`config.mk`:
```
export PLATFORM = sky130hd
export DESIGN_NAME = lrtp_fifo
export DESIGN_NICKNAME = d
export VERILOG_FILES = /design/src/hdl/lrtp_fifo.sv
export SDC_FILE = /design/constraint.sdc
export NUM_CORES = 1
export LEC_CHECK = 0
export ABC_CLOCK_PERIOD_IN_PS = 1600
export BUFFER_PORTS_ARGS = -buffer_cell sky130_fd_sc_hd__buf_2
export CAP_MARGIN = 0
export CORE_AREA = 2 2 48 50
export CTS_CLUSTER_DIAMETER = 40
export DETAILED_ROUTE_END_ITERATION = 12
export DIE_AREA = 0 0 50 52
export HOLD_SLACK_MARGIN = 0.08
export PLACE_DENSITY_LB_ADDON = 0.15
export SYNTH_ARGS = -nofsm -noshare
export SYNTH_HDL_FRONTEND = slang
export SYNTH_SLANG_ARGS = --single-unit
export TNS_END_PERCENT = 20
```
`constraint.sdc`:
```
create_clock -name clk -period 1.6 [get_ports clk]
set_clock_uncertainty 0.05 [all_clocks]
set_input_delay 0.16 -clock clk [delete_from_list [all_inputs] [get_ports clk]]
set_output_delay 0.16 -clock clk [all_outputs]
set_load 0.05 [all_outputs]
```
`src/hdl/lrtp_fifo.sv`:
```
// Small register FIFO used for the command queue and the result queue.
// No dependencies.
`timescale 1ns / 1ps

module lrtp_fifo #(
  parameter int WIDTH = 8,
  parameter int DEPTH = 2
) (
  input  logic             clk,
  input  logic             rst_n,
  input  logic             push,
  input  logic [WIDTH-1:0] wdata,
  output logic             full,
  input  logic             pop,
  output logic [WIDTH-1:0] rdata,
  output logic             empty
);

  localparam int PW = (DEPTH > 1) ? $clog2(DEPTH) : 1;
  localparam int CW = $clog2(DEPTH + 1);

  logic [WIDTH-1:0] mem [DEPTH];
  logic [PW-1:0]    wp_r, rp_r;
  logic [CW-1:0]    cnt_r;
  logic             do_push, do_pop;

  assign full    = (cnt_r == CW'(DEPTH));
  assign empty   = (cnt_r == '0);
  assign do_push = push && !full;
  assign do_pop  = pop && !empty;
  assign rdata   = mem[rp_r];

  always_ff @(posedge clk) begin
    if (!rst_n) begin
      wp_r  <= '0;
      rp_r  <= '0;
      cnt_r <= '0;
    end else begin
      if (do_push) begin
        wp_r <= (wp_r == PW'(DEPTH - 1)) ? '0 : wp_r + 1'b1;
      end
      if (do_pop) begin
        rp_r <= (rp_r == PW'(DEPTH - 1)) ? '0 : rp_r + 1'b1;
      end
      if (do_push && !do_pop) begin
        cnt_r <= cnt_r + 1'b1;
      end else if (do_pop && !do_push) begin
        cnt_r <= cnt_r - 1'b1;
      end
    end
  end

  always_ff @(posedge clk) begin
    if (do_push) begin
      mem[wp_r] <= wdata;
    end
  end

endmodule

```
### Word-level counts from Yosys, hierarchy flattened

Memory sizes are Yosys's and may differ from the RTL's. A register that Yosys moved wholly into a read port is not among the register bits.
Cells that the tools add are included.

| word-level totals | value |
|---|---|
| register bits | 4 |
| memory bits (writable) | 16 |
| input port bits | 12 |
| output and inout port bits | 10 |
| word-level logic and storage cells | 27 |
| memories kept | 1 |

| operators by class | value |
|---|---|
| add/sub/neg operators | 4 |
| equality and inequality tests | 1 |
| multiplexer cells | 8 |
| reduce and logical (&&, ||, !) cells | 10 |

Memories:

| name | words | bits a word | read ports | clocked after Yosys merged registers in | wr ports | RTL line | source |
|---|---|---|---|---|---|---|---|
| mem | 2 | 8 | 1 | 1 | 1 | 22 | `logic [WIDTH-1:0] mem [DEPTH];` |

Operator list:

| kind | count |
|---|---|
| $mux W1 | 6 |
| $logic_and A1 B1 Y1 | 4 |
| $logic_not A1 Y1 | 4 |
| $mux W2 | 2 |
| $add A1 B1 Y1 const B | 2 |
| $add A2 B1 Y2 const B | 1 |
| $eq A2 B2 Y1 const B | 1 |
| $logic_not A2 Y1 | 1 |
| $reduce_bool A2 Y1 | 1 |
| $sub A2 B1 Y2 const B | 1 |

### Logic depth before layout (Yosys ltp)

| depth | value |
|---|---|
| depth after elaboration | 7 |
| depth in mapped cells | 7 |
| mapped depth without buffers | 7 |

### Worst setup path before layout

No wires, ideal clock.

| path | value |
|---|---|
| kind | reg2reg |
| start point | register cnt_r[0] |
| end point | register cnt_r[1] |
| library setup time | 0.070 ns |
| data arrival time | 1.559 ns |
| path slack | -0.079 ns |
| stages on the path, launching flop included | 7 |
| path buffers | 0 |
| clock period less this slack | 1.679 ns |
| cells stage by stage | dfxtp_1 > nand2b_1 > inv_2 > nor2_1 > ha_1 > or3_1 > a21boi_1 |

| on the way | value |
|---|---|
| word-level cells in the longest chain between the ends | 6 |

RTL lines:

| item | RTL line | source |
|---|---|---|
| start: declaration | 24 | `logic [CW-1:0] cnt_r;` |
| start signal: assignment | 46 | `cnt_r <= cnt_r + 1'b1;` |
| start signal: assignment | 48 | `cnt_r <= cnt_r - 1'b1;` |
| $eq A2 B2 Y1 (*) | 27 | `assign full = (cnt_r == CW'(DEPTH));` |
| named net full | 13 | `output logic full,` |
| $logic_not A1 Y1 (*) | 29 | `assign do_push = push && !full;` |
| $logic_and A1 B1 Y1 (*) | 29 |  |
| $logic_not A1 Y1 | 47 | `end else if (do_pop && !do_push) begin` |
| $logic_and A1 B1 Y1 | 47 |  |
| $reduce_bool A2 Y1 (no source line) | n/a |  |

Mark *: on every way through the listed nets, which the timed path passes. The rest lies on a longest branch. The select of a mux whose other input is x is not followed.
A chain may end at the register's enable or synchronous reset.

### Final worst setup path

| path | value |
|---|---|
| start point | register cnt_r[0] |
| end point | register cnt_r[1] |

| on the way | value |
|---|---|
| word-level cells in the longest chain between the ends | 6 |

RTL lines:

| item | RTL line |
|---|---|
| $eq A2 B2 Y1 or $logic_not A2 Y1 (tied branches) | 27, 28 |
| $logic_not A1 Y1, on equally long branches | 29, 30 |
| $logic_and A1 B1 Y1, on equally long branches | 29, 30 |
| $logic_not A1 Y1, on equally long branches | 47, 45 |
| $logic_and A1 B1 Y1, on equally long branches | 47, 45 |
| $reduce_bool A2 Y1 (no source line) or $mux W2 (tied branches) | n/a |

Parallel ways exist; a longest one is shown, timed or not. The select of a mux whose other input is x is not followed.

==> results.txt <==
----------------------------------------------------
[Synth]
  Main area contributors after synthesis ... sky130_fd_sc_hd__edfxtp_1, sky130_fd_sc_hd__dfxtp_1, sky130_fd_sc_hd__mux2_2
  Library cells used by synthesis ... 20
  Mean cell area of the mapped netlist ... 16.2 um2
  Cell area after synthesis ... 810 um2
  Sequential element share of the synthesized area ... 71.7%
  Register bit total from synthesis ... 21
  Most frequent cells after synthesis ... sky130_fd_sc_hd__edfxtp_1, sky130_fd_sc_hd__mux2_2, sky130_fd_sc_hd__dfxtp_1
  Fraction of registers with async set/reset ... 0%
  Area share of the largest cell type after synthesis ... 59.4%
  Number of instances in the synthesized netlist ... 50
  Ys flop type ... sky130_fd_sc_hd__edfxtp_1
  Synthesized Nets ... 63
  Synthesis warning total ... 0
  Count of flip-flops with a built-in enable after synthesis ... 16
  Cell taking the most area after synthesis ... sky130_fd_sc_hd__edfxtp_1
  Top-count cell post-synth ... sky130_fd_sc_hd__edfxtp_1

[Detailed routing]
  Wire per inst ... 11.4 um
  Remaining design rule violation count ... 0
  Total detailed-routing wirelength ... 1290 um
  First-pass iteration count of the detailed router ... 4
  Mean number of vias per cell ... 4.44
  First-iteration detailed-routing DRC count ... 2
  DR vias ... 506
  Count of antenna-violating nets left after detailed routing ... 0

[GRT]
  Antenna violations before repair ... 0
  Grt total ovfl ... 0
  GRT met2 Usage ... 21.1%
  Pin count of the biggest net entering global routing ... 12
  Wire length of the first global-routing pass ... 2110 um
  Met1 track demand over resource in global routing ... 11.9%
  Met3 Use GR ... 2.59%
  Number of global-route vias before repair ... 518
  GRT Overall Usage ... 11.7%
  Routing layer with the top usage in global route ... met2

[Clocking]
  Clock latency at the later pin of the worst-skew pair ... 0.29 ns
  Clock H-tree levels ... 1
  Clock buffers created by TritonCTS ... 3
  TritonCTS clock tree ... built
  Buffer levels on the longest clock path ... 2
  Sink Count ... 21
  CTS Root Cell ... sky130_fd_sc_hd__clkbuf_4
  CTS clk-pin slew, worst paths ... 0.10 ns

[STA]
  Unrepaired setup endpoints after global routing ... no
  Endpoints failing setup ... 0
  Setup TNS ... 0 ns
  Fin. Hold Viols ... 0
  Share of the cycle needed by the critical path after routing ... 94.7%
  Final-report max-slew violation count ... 0
  Slew headroom ... 74.7%
  Post-layout minimum cycle time ... 1.51 ns
  Slew at the pin with the worst max-slew slack ... 0.379 ns
  Maximum achievable frequency ... 0.660 GHz

[Pwr]
  Max IR drop VDD ... 0.000906 V
  Cell internal power dissipation ... 1.10 mW
  Total power density per cell area ... 1670 nW/um2
  Clock share of power ... 13.3%
  Static power due to leakage ... 0.436 nW
  Psw ... 0.740 mW
  Sequential cell fraction of total power ... 42.3%
  Overall power of the completed layout ... 1.84 mW
  Switching portion of total power ... 40.3%
  Share of total power in combinational logic ... 44.4%

[Critical path]
  Buffer and inverter count on the worst path ... 1
  Endpoint of the most critical register-to-register path ... cnt_r[1]$_SDFFE_PN0P_
  Slowest cell on the critical path ... sky130_fd_sc_hd__or3_1
  Slowest Stage Delay on Critical Path ... 0.35 ns
  Peak fanout along the critical path ... 3
  Worst-case register-to-register setup slack ... 0.09 ns
  Data arrival time of the worst path ... 1.69 ns
  Data required time at the worst endpoint ... 1.78 ns
  Sort of element at the end of the critical path ... flip-flop
  Crit start category ... flip-flop
  First element of the critical path ... cnt_r[0]$_SDFFE_PN0P_
  Cells on worst reg2reg path ... 6
  CP top delay family ... simple AND/OR/NAND/NOR gates
  Reg-to-Reg Start ... cnt_r[0]$_SDFFE_PN0P_
  Critical path class ... reg -> reg
  Cell-by-cell listing of the critical path ... nand2b_4 > inv_4 > nor2_1 > ha_1 > or3_1 > a21boi_1

[Floorplan]
  Die boundary height ... 52 um
  Number of rows in the core area ... 17
  Starting density of the core ... 38.4%
  Ports ... 22
  Die span in x ... 50 um
  Floorplan Core Area ... 2110 um2
  Overall die area ... 2600 um2

[Layout]
  Final Net Count ... 100
  Fraction of layout instances using a drive strength above 1 ... 47.7%
  Antenna diode count ... 0
  Area growth syn-to-layout ... 35.9%
  Summed area of non-filler cells in the final layout ... 1100 um2

[Placement]
  Port-buffer cells ... 21
  Cell area after placement ... 977 um2
  Weighted congestion reported at the end of routability-driven placement ... 0.771
  Detailed placement HPWL ... 893 um

[Hold path]
  Worst min-delay path category ... in -> reg
  Hold Crit Depth ... 3
  Destination of the worst hold path ... wp_r$_SDFFE_PN0N_
  Hold path start ... push

[Run]
  Max-capacitance violation count ... 0

[Status]
  Run status ... finished, final reports clean

----------------------------------------------------
==> state kept, by name, summed over array words and instances (netlist names), named ones only <==
signal / flops
rp_r: 1
mem: 16
wp_r: 1
cnt_r: 2
==> cells in the final DEF, fill, tap and decap left out <==
cell type | Yosys | routed
sky130_fd_sc_hd__dfxtp_2 | 0 | 2
sky130_fd_sc_hd__buf_4 | 0 | 3
sky130_fd_sc_hd__a21boi_0 | 1 | 1
sky130_fd_sc_hd__clkbuf_4 | 0 | 3
sky130_fd_sc_hd__mux2_2 | 8 | 8
sky130_fd_sc_hd__dfxtp_4 | 0 | 1
sky130_fd_sc_hd__edfxtp_1 | 16 | 16
sky130_fd_sc_hd__ha_1 | 1 | 1
sky130_fd_sc_hd__and3_1 | 1 | 1
sky130_fd_sc_hd__nand2b_4 | 0 | 1
sky130_fd_sc_hd__dlygate4sd3_1 | 0 | 9
sky130_fd_sc_hd__dfxtp_1 | 5 | 2
sky130_fd_sc_hd__and2_1 | 3 | 3
sky130_fd_sc_hd__xor2_1 | 1 | 1
sky130_fd_sc_hd__clkbuf_1 | 0 | 1
sky130_fd_sc_hd__inv_1 | 1 | 1
sky130_fd_sc_hd__inv_4 | 0 | 1
sky130_fd_sc_hd__o21ai_1 | 1 | 1
sky130_fd_sc_hd__o21ai_0 | 1 | 1
sky130_fd_sc_hd__nor2_1 | 2 | 2
sky130_fd_sc_hd__or3_1 | 1 | 1
sky130_fd_sc_hd__buf_2 | 1 | 21
sky130_fd_sc_hd__xnor2_1 | 2 | 2
sky130_fd_sc_hd__nor3_2 | 1 | 1
sky130_fd_sc_hd__o21a_1 | 1 | 1
sky130_fd_sc_hd__a21boi_1 | 1 | 1
==> worst reg2reg max path: cells and delay by family, from the launching register on <==
kind	cells	cell delay, ns
buf+inv	1	0.06
fa+ha+maj	1	0.31
compound gates	1	0.15
flops	1	0.34
simple gates	3	0.54
==> metal layers <==
metal,share of wire [%],routed length [um],vias up
met4,2.9,37,0
met1,40,524,237
met5,0,0,-
met2,53,686,12
li1,-,-,253
met3,3.6,46,4
==> how the worst max path moves through the flow <==
stage	to	slack (ns)	cells after the start
2_1_floorplan	cnt_r[1]$_SDFFE_PN0P_	0.03	6
3_3_place_gp	cnt_r[1]$_SDFFE_PN0P_	0.13	6
3_5_place_dp	cnt_r[1]$_SDFFE_PN0P_	0.07	6
4_1_cts	cnt_r[1]$_SDFFE_PN0P_	0.04	6
5_1_grt	cnt_r[1]$_SDFFE_PN0P_	0.02	6
6_report	cnt_r[1]$_SDFFE_PN0P_	0.09	6
==> cells by family after synthesis <==
family,share of synthesized area [%]
adders and majority gates,1.55
DFF,71.7
AOI/OAI and AO/OA,4.02
xor gates and xnor gates,3.25
and+or+nand+nor,6.80
buffers and inverters,1.54
muxes,11.1
==> per-stage QoR <==
step	setup slack, ns	util [%]	hold WS [ns]	instances
finish	0.0853	52.2	0.175	114
CTS	0.0361	52.0	0.164	114
global placement	0.130	46.4	0.298	101
global route	0.0162	52.2	0.198	114
detailed placement	0.0657	46.4	0.301	101
floorplan	0.0282	-	0.209	50
==> power groups by stage <==
stage	registers [mW]	clock network [mW]	logic, mW
6_report	0.778	0.244	0.817
3_5_place_dp	0.783	0	0.802
4_1_cts	0.773	0.252	0.823
2_1_floorplan	0.750	0	0.649
3_3_place_gp	0.780	0	0.795
5_1_grt	0.798	0.269	0.874
==> what timing repair did <==
action | CTS | global route
gates resized for setup | 1 | 3
endpoints found under the setup margin | 8 | 9
hold buffers | 9 | 0
setup buffers | 0 | 0
endpoints found under the hold margin | 20 | 0
==> area by class of cell <==
class / instances / area, um2
clock buffers: 4 / 26.3
fillers: 181 / 1010
inverters: 2 / 10.0
multi-input cells: 26 / 224
flip-flops and latches: 21 / 587
well taps: 28 / 35.0
repair buffers: 33 / 218
(Power assumes the default switching activity.)
