[config.mk]
export PLATFORM = sky130hd
export DESIGN_NAME = lrtp_front
export DESIGN_NICKNAME = d
export VERILOG_FILES = /design/src/hdl/lrtp_pkg.sv /design/src/hdl/lrtp_fifo.sv /design/src/hdl/lrtp_front.sv
export SDC_FILE = /design/constraint.sdc
export NUM_CORES = 1
export LEC_CHECK = 0
export ABC_AREA = 0
export BUFFER_PORTS_ARGS = -buffer_cell sky130_fd_sc_hd__buf_2
export CAP_MARGIN = 20
export CORE_MARGIN = 5
export CORE_UTILIZATION = 35
export DETAILED_ROUTE_END_ITERATION = 10
export GPL_TIMING_DRIVEN = 0
export PLACE_DENSITY = 0.57
export SETUP_SLACK_MARGIN = 0.5
export SLEW_MARGIN = 20
export SYNTH_ARGS = -nofsm -noshare
export SYNTH_HDL_FRONTEND = slang
export SYNTH_SLANG_ARGS = --single-unit
[constraint.sdc]
create_clock -name clk -period 3.5 [get_ports clk]
set_input_delay 0.175 -clock clk [delete_from_list [all_inputs] [get_ports clk]]
set_output_delay 0.175 -clock clk [all_outputs]
set_load 0.005 [all_outputs]
[src/hdl/lrtp_pkg.sv]
// Shared types, codes and default sizes for the LR table parse driver.
// No dependencies; lrtp_ram and lrtp_fifo are the only files not using it.
`timescale 1ns / 1ps

package lrtp_pkg;

  // default sizes
  localparam int NUM_STATES_DEF  = 256;
  localparam int NUM_SYMBOLS_DEF = 64;
  localparam int NUM_RULES_DEF   = 128;
  localparam int STACK_DEPTH_DEF = 64;
  localparam int MAX_RHS_DEF     = 15;

  localparam int CMD_DEPTH = 2;
  localparam int OUT_DEPTH = 2;

  localparam int ENTRY_W = 10;  // {entry kind, target}
  localparam int RULE_W  = 10;  // {length, left symbol}

  localparam logic [5:0] MAX_REDUCTIONS = 6'd63;

  // input item kinds
  localparam logic [1:0] KIND_LOAD_ENTRY = 2'd0;
  localparam logic [1:0] KIND_LOAD_RULE  = 2'd1;
  localparam logic [1:0] KIND_TOKEN      = 2'd2;
  localparam logic [1:0] KIND_RESTART    = 2'd3;

  // table entry kinds
  localparam logic [1:0] EK_EMPTY  = 2'd0;
  localparam logic [1:0] EK_SHIFT  = 2'd1;
  localparam logic [1:0] EK_REDUCE = 2'd2;
  localparam logic [1:0] EK_GOTO   = 2'd3;

  // result step kinds
  localparam logic [2:0] SK_SHIFT   = 3'd0;
  localparam logic [2:0] SK_REDUCE  = 3'd1;
  localparam logic [2:0] SK_ACCEPT  = 3'd2;
  localparam logic [2:0] SK_ERROR   = 3'd3;
  localparam logic [2:0] SK_IGNORED = 3'd4;

  typedef enum logic [2:0] {
    OP_NOP,
    OP_LOAD_ENTRY,
    OP_LOAD_RULE,
    OP_TOKEN,
    OP_RESTART
  } op_t;

  typedef struct packed {
    logic [1:0] kind;
    logic [7:0] table_state;
    logic [5:0] symbol;
    logic [1:0] entry_kind;
    logic [7:0] entry_target;
    logic [6:0] rule_number;
    logic [3:0] rule_length;
    logic [5:0] rule_left;
  } in_t;

  typedef struct packed {
    logic [2:0] step_kind;
    logic [7:0] step_value;
    logic [6:0] stack_depth;
    logic       last;
  } out_t;

  typedef struct packed {
    op_t op;
    in_t item;
  } cmd_t;

endpackage

[src/hdl/lrtp_fifo.sv]
// Small register FIFO used for the command queue and the result queue.
// No dependencies.
`timescale 1ns / 1ps

module lrtp_fifo #(
  parameter int WIDTH = 8,
  parameter int DEPTH = 2
) (
  input  logic             clk,
  input  logic             rst_n,
  input  logic             push,
  input  logic [WIDTH-1:0] wdata,
  output logic             full,
  input  logic             pop,
  output logic [WIDTH-1:0] rdata,
  output logic             empty
);

  localparam int PW = (DEPTH > 1) ? $clog2(DEPTH) : 1;
  localparam int CW = $clog2(DEPTH + 1);

  logic [WIDTH-1:0] mem [DEPTH];
  logic [PW-1:0]    wp_r, rp_r;
  logic [CW-1:0]    cnt_r;
  logic             do_push, do_pop;

  assign full    = (cnt_r == CW'(DEPTH));
  assign empty   = (cnt_r == '0);
  assign do_push = push && !full;
  assign do_pop  = pop && !empty;
  assign rdata   = mem[rp_r];

  always_ff @(posedge clk) begin
    if (!rst_n) begin
      wp_r  <= '0;
      rp_r  <= '0;
      cnt_r <= '0;
    end else begin
      if (do_push) begin
        wp_r <= (wp_r == PW'(DEPTH - 1)) ? '0 : wp_r + 1'b1;
      end
      if (do_pop) begin
        rp_r <= (rp_r == PW'(DEPTH - 1)) ? '0 : rp_r + 1'b1;
      end
      if (do_push && !do_pop) begin
        cnt_r <= cnt_r + 1'b1;
      end else if (do_pop && !do_push) begin
        cnt_r <= cnt_r - 1'b1;
      end
    end
  end

  always_ff @(posedge clk) begin
    if (do_push) begin
      mem[wp_r] <= wdata;
    end
  end

endmodule

[src/hdl/lrtp_front.sv]
// Front end: accepts input items, range-checks loads and turns each item
// into a command for the back end. Depends on lrtp_pkg and lrtp_fifo.
`timescale 1ns / 1ps

module lrtp_front #(
  parameter int NUM_STATES  = lrtp_pkg::NUM_STATES_DEF,
  parameter int NUM_SYMBOLS = lrtp_pkg::NUM_SYMBOLS_DEF,
  parameter int NUM_RULES   = lrtp_pkg::NUM_RULES_DEF,
  parameter int MAX_RHS     = lrtp_pkg::MAX_RHS_DEF
) (
  input  logic           clk,
  input  logic           rst_n,
  input  logic           in_push,
  input  lrtp_pkg::in_t  in_data,
  output logic           in_full,
  input  logic           clearing,
  input  logic           cmd_pop,
  output lrtp_pkg::cmd_t cmd_data,
  output logic           cmd_empty
);

  localparam int CMD_W = $bits(lrtp_pkg::cmd_t);

  lrtp_pkg::cmd_t   cmd_in;
  logic             q_full;
  logic [CMD_W-1:0] q_rdata;

  // loads outside the table sizes or MAX_RHS are dropped here as no-ops
  always_comb begin
    cmd_in.item = in_data;
    case (in_data.kind)
      lrtp_pkg::KIND_LOAD_ENTRY: begin
        cmd_in.op = ((32'(in_data.table_state) < NUM_STATES) &&
                     (32'(in_data.symbol) < NUM_SYMBOLS)) ?
                    lrtp_pkg::OP_LOAD_ENTRY : lrtp_pkg::OP_NOP;
      end
      lrtp_pkg::KIND_LOAD_RULE: begin
        cmd_in.op = ((32'(in_data.rule_number) < NUM_RULES) &&
                     (32'(in_data.rule_length) <= MAX_RHS)) ?
                    lrtp_pkg::OP_LOAD_RULE : lrtp_pkg::OP_NOP;
      end
      lrtp_pkg::KIND_TOKEN:   cmd_in.op = lrtp_pkg::OP_TOKEN;
      lrtp_pkg::KIND_RESTART: cmd_in.op = lrtp_pkg::OP_RESTART;
      default:                cmd_in.op = lrtp_pkg::OP_NOP;
    endcase
  end

  assign in_full  = q_full || clearing;
  assign cmd_data = lrtp_pkg::cmd_t'(q_rdata);

  lrtp_fifo #(
    .WIDTH(CMD_W),
    .DEPTH(lrtp_pkg::CMD_DEPTH)
  ) u_cmd_q (
    .clk  (clk),
    .rst_n(rst_n),
    .push (in_push && !clearing),
    .wdata(CMD_W'(cmd_in)),
    .full (q_full),
    .pop  (cmd_pop),
    .rdata(q_rdata),
    .empty(cmd_empty)
  );

endmodule

# After elaboration in Yosys (flattened, before gate mapping)

Memory sizes are Yosys's and may differ from the RTL's. A register that Yosys moved wholly into a read port is not among the register bits.
Index checks and enable logic that the tools add are counted.

Memory bits (writable): 92
Memories: 1
Word-level logic and storage cells: 35
Input bits: 48
Register bits after elaboration: 4
Output and inout bits: 48

Equal/unequal tests: 4
Reduce and logical (&&, ||, !) cells: 14
Mux-type cells: 9
Add/subtract/negate cells: 4

Memories:

| memory      | depth | bits a word | rd ports | clocked after Yosys merged registers in | write ports | RTL line        | RTL |
|---|---|---|---|---|---|---|---|
| u_cmd_q.mem | 2     | 46          | 1        | 1                                       | 1           | lrtp_fifo.sv:22 | `logic [WIDTH-1:0] mem [DEPTH];` |

Operators by type and width:

| cell                                              | number |
|---|---|
| case mux 3 bit (4 select lines)                   | 1 |
| == test 2 bit (second input constant)             | 3 |
| 2-to-1 mux 1 bit                                  | 6 |
| logical AND 1 bit                                 | 5 |
| logical NOT 1 bit                                 | 5 |
| logical NOT 2 bit                                 | 2 |
| 2-to-1 mux 2 bit                                  | 2 |
| adder 1 bit (second input constant)               | 2 |
| adder 2 x 1 -> 2 bit (second input constant)      | 1 |
| == test 2 x 1 -> 1 bit (second input constant)    | 1 |
| nonzero test 2 bit                                | 1 |
| subtractor 2 x 1 -> 2 bit (second input constant) | 1 |
| logical OR 1 bit                                  | 1 |

# Longest topological paths before layout

Depth after elaboration: 7
Gate-level depth with buffers: 6
Depth with buffers taken out: 6

# By module

A second synthesis with hierarchy kept.

Cell total of the unflattened synthesis: 176
Area, all modules: 3616.0 um2

By module, submodules not included:

| module     | cells each | instances | area an instance (um2) |
|---|---|---|---|
| lrtp_fifo  | 168        | 1         | 3549.7 |
| lrtp_front | 8          | 1         | 66.3 |

# Least setup slack after synthesis

Ideal clock, no wire load.

Path kind: reg-to-reg
From: register u_cmd_q.cnt_r[0]
To: memory u_cmd_q.mem[0][0] in the netlist's numbering, enable pin
Path slack: 0.259 ns
Data arrival time: 2.786 ns
Setup time: 0.455 ns
Clock period less this slack: 3.241 ns
Stages on the path, launching flop included: 4
Path through: dfxtp_1 -> nand2b_1 -> and2_1 -> nor2b_1

Cells in the longest elaborated chain, start to end: 5

RTL lines:

| what                                   | RTL line        | RTL |
|---|---|---|
| start, declared                        | lrtp_fifo.sv:24 | `logic [CW-1:0] cnt_r;` |
| start signal, assigned                 | lrtp_fifo.sv:46 | `cnt_r <= cnt_r + 1'b1;` |
| start signal, assigned                 | lrtp_fifo.sv:48 | `cnt_r <= cnt_r - 1'b1;` |
| == test 2 bit                          | lrtp_fifo.sv:27 | `assign full = (cnt_r == CW'(DEPTH));` |
| logical NOT 1 bit                      | lrtp_fifo.sv:29 | `assign do_push = push && !full;` |
| logical AND 1 bit                      | lrtp_fifo.sv:29 |  |
| via u_cmd_q.do_push                    | lrtp_fifo.sv:25 | `logic do_push, do_pop;` |
| 2-to-1 mux 1 bit                       | lrtp_fifo.sv:54 | `if (do_push) begin` |
| 2-to-1 mux 1 bit (implied by the code) | lrtp_fifo.sv:55 | `mem[wp_r] <= wdata;` |
| end, declared                          | lrtp_fifo.sv:22 |  |

The timed path passes the listed nets, and every way through them passes these cells.

==> results_dict.tcl <==
set metrics [dict create \
    yosysTopAreaCell "edfxtp_1" \
    cp.arrival_ns 1.63 \
    synthArstFlopShare_pct 0 \
    power_frac_seq_pct 51.7 \
    path_clk_slew_ns 0.09 \
    cts_root_buffer "clkbuf_8" \
    use_met1_pct 13.6 \
    synth_xor_area_share_pct 0.725 \
    syn_inst 175 \
    synth_mux_area_share_pct 14.3 \
    area_growth_pct 35.5 \
    period_share_pct 51.7 \
    pwr-share-comb_pct 24.8 \
    placement.cell_area_um2 4330 \
    synth_edf_count 92 \
    yosys_most_used_dff "edfxtp_1" \
    nFillCells 895 \
    design_area_um2 4910 \
    r2r-end "u_cmd_q.mem[0][37]" \
    tns_ns 0 \
    insertion_delay_ns 0.35 \
    crit_type "reg -> out" \
    post_cts_resize_count 0 \
    ir_drop_uv 266 \
    post_cts_buffers 0 \
    layout-drive-gt1-share_pct 36.8 \
    fin_skew_ns 0.00683 \
    endpoint_kind "primary output" \
    nets 376 \
    top_usage_layer "met2" \
    netSwitchingPower_w 0.000731 \
    drt-pass1-iter-count 4 \
    portBuffers 95 \
    initial_utilization_pct 35.4 \
    synth_cell_type_count 22 \
    first_iter_violations 55 \
    grt_pass1_vias 2124 \
    r2r_cells 4 \
    outcome "finished, final reports clean" \
    cap_violations 0 \
    clk_path_buf_depth 2 \
    crit_required_ns 3.32 \
    period_minus_slack_ns 1.81 \
    power_frac_clock_pct 23.5 \
    coreArea_um2 10200 \
    syn_area_um2 3620 \
    dieArea_um2 12500 \
    yosysMostFrequentCell "edfxtp_1" \
    cts_tree "built" \
    final-hold-violation-count 0 \
    clock.fmax_mhz 553 \
    die_w_um 112 \
    endpoint "cmd_data[36]" \
    gp_congestion 0.612 \
    setup_viol 0 \
    vias 2010 \
    synth_top_area_share_pct 76.3 \
    synth_seq_cells 97 \
    synthAdderAreaFrac_pct 1.38 \
    grtUsageTotal_pct 11.0 \
    power.internal_w 0.00201 \
    crit_fanout 10 \
    power_switching_share_pct 26.7 \
    rsz0062_at_grt "false" \
    diodes 0 \
    routedWlPerCell_um 14.1 \
    power.density_nw_per_um2 558 \
    r2r_start "u_cmd_q.cnt_r[0]" \
    cts.sinks 97 \
    antenna_found_initial 0 \
    dp_hpwl_um 4150 \
    synth_common_cells "edfxtp_1 (92), mux2_1 (45), dfxtp_1 (5)" \
    drtAntennaViolNets 0 \
    synth_compound_area_share_pct 0.622 \
    grt-ovfl-total 0 \
    synthSimpleGateAreaFrac_pct 2.35 \
    drc 0 \
    die_h_um 112 \
    final_max_slew_viol_count 0 \
    vias_per_cell 4.32 \
    leakage_nw 1.84 \
    ys_warn_count 0 \
    cts_made_buffers 9 \
    synthesis.nets 227 \
    regToRegSetupSlack_ns 1.69 \
    tightest_slew_ns 0.686 \
    cts.htree.levels 3 \
    synth_top_family_by_area "multiplexers" \
    routed_wl_um 6550 \
    use_met3_pct 2.83 \
    grt_max_degree 47 \
    critPathLaunchType "flop" \
    avgSynthCellArea_um2 20.7 \
    ios 96 \
    rows 37 \
    synth_seq_area_share_pct 79.0 \
    hold_buffers 41 \
    slew_headroom_pct 54.3 \
    synthTopCellsByArea "edfxtp_1 (76%), mux2_1 (14%), dfxtp_1 (2.8%)" \
    use_met2_pct 17.7 \
    hold_class "in -> reg" \
    grt_pass1_wl_um 10600 \
]
==> through the flow <==
step                      setup WS, ns  total power (W)  std cells  hold slack [ns]  utilization [%]
final                             1.69          0.00274        465           0.0488             48.0
after CTS                         1.62          0.00279        465           0.0190             48.0
after global placement           0.264          0.00208        406            0.363             41.7
after floorplan                   1.14          0.00181        175            0.274                -
after detailed placement          1.69          0.00211        408            0.366             42.3
after global routing              1.52          0.00290        465           0.0348             48.0
==> worst max-delay path, cell delays in order (launching register included) <==
cell	delay, ns
dfxtp_1	0.31
buf_2	0.28
buf_6	0.21
mux2_1	0.35
buf_2	0.14
==> layout make-up <==
cell class | instances | area (um^2) | share of cell area [%]
sequential | 97 | 2860 | 58.3
timing repair buffer | 138 | 933 | 19.0
multi-input combinational | 71 | 714 | 14.6
tap | 136 | 170 | 3.47
clock buffer | 9 | 124 | 2.52
buffer | 5 | 50.0 | 1.02
clock inverter | 7 | 46.3 | 0.943
inverter | 2 | 7.51 | 0.153
==> per-layer routing <==
| metal | share of wire, % | routed length (um) | vias up |
|---|---|---|---|
| met5 | 0 | 0 | - |
| met4 | 1.3 | 88 | 0 |
| met3 | 5.0 | 325 | 9 |
| met2 | 48 | 3170 | 57 |
| met1 | 45 | 2960 | 973 |
| li1 | - | - | 971 |
==> power groups by stage <==
| stage | registers (W) | clock network [W] | logic [W] |
|---|---|---|---|
| 2_1_floorplan | 0.00144 | 0 | 0.000376 |
| 3_3_place_gp | 0.00144 | 0 | 0.000641 |
| 3_5_place_dp | 0.00144 | 0 | 0.000664 |
| 4_1_cts | 0.00141 | 0.000675 | 0.000705 |
| 5_1_grt | 0.00142 | 0.000722 | 0.000756 |
| 6_report | 0.00141 | 0.000643 | 0.000680 |
==> worst min-delay path by stage <==
stage	cells past startpoint	slack, ns	endpoint	start
global placement	1	0.36	u_cmd_q.mem[0][35]	in_data[35]
floorplan	0	0.27	u_cmd_q.mem[0][0]	in_data[0]
detailed placement	1	0.37	u_cmd_q.mem[1][28]	in_data[28]
global route	1	0.03	u_cmd_q.mem[1][41]	in_data[41]
finish	1	0.05	u_cmd_q.mem[1][41]	in_data[41]
CTS	1	0.02	u_cmd_q.mem[1][41]	in_data[41]
==> cells in the final DEF (no fill, tap or decap), drive strengths merged <==
cell         Yosys  routed
a21boi           1       1
and2             4       4
and3             1       1
buf              5     102
clkbuf           0       9
clkinv           0       4
clkinvlp         0       2
dfxtp            5       5
dlygate4sd3      0      41
edfxtp          92      92
ha               4       4
inv              2       3
mux2            46      46
nand2            1       1
nand2b           2       2
nand4b           1       1
nor2             1       1
nor2b            2       2
o21ai            3       3
or2              1       1
or3              1       1
xnor2            2       2
xor2             1       1
==> registers in the layout, summed over array words and instances, names as in the netlist, named ones only <==
name,flops
u_cmd_q.cnt_r,2
u_cmd_q.mem,92
u_cmd_q.rp_r,1
u_cmd_q.wp_r,1
==> logic make-up (layout without fill, tap and decap cells) <==
logic type      after synthesis  after routing
compound gates                4              4
xor+xnor                      3              3
fa+ha+maj                     4              4
buf+inv                       7            161
flops                        97             97
mux                          46             46
simple gates                 14             14
Power figures use the tool's default switching activity.
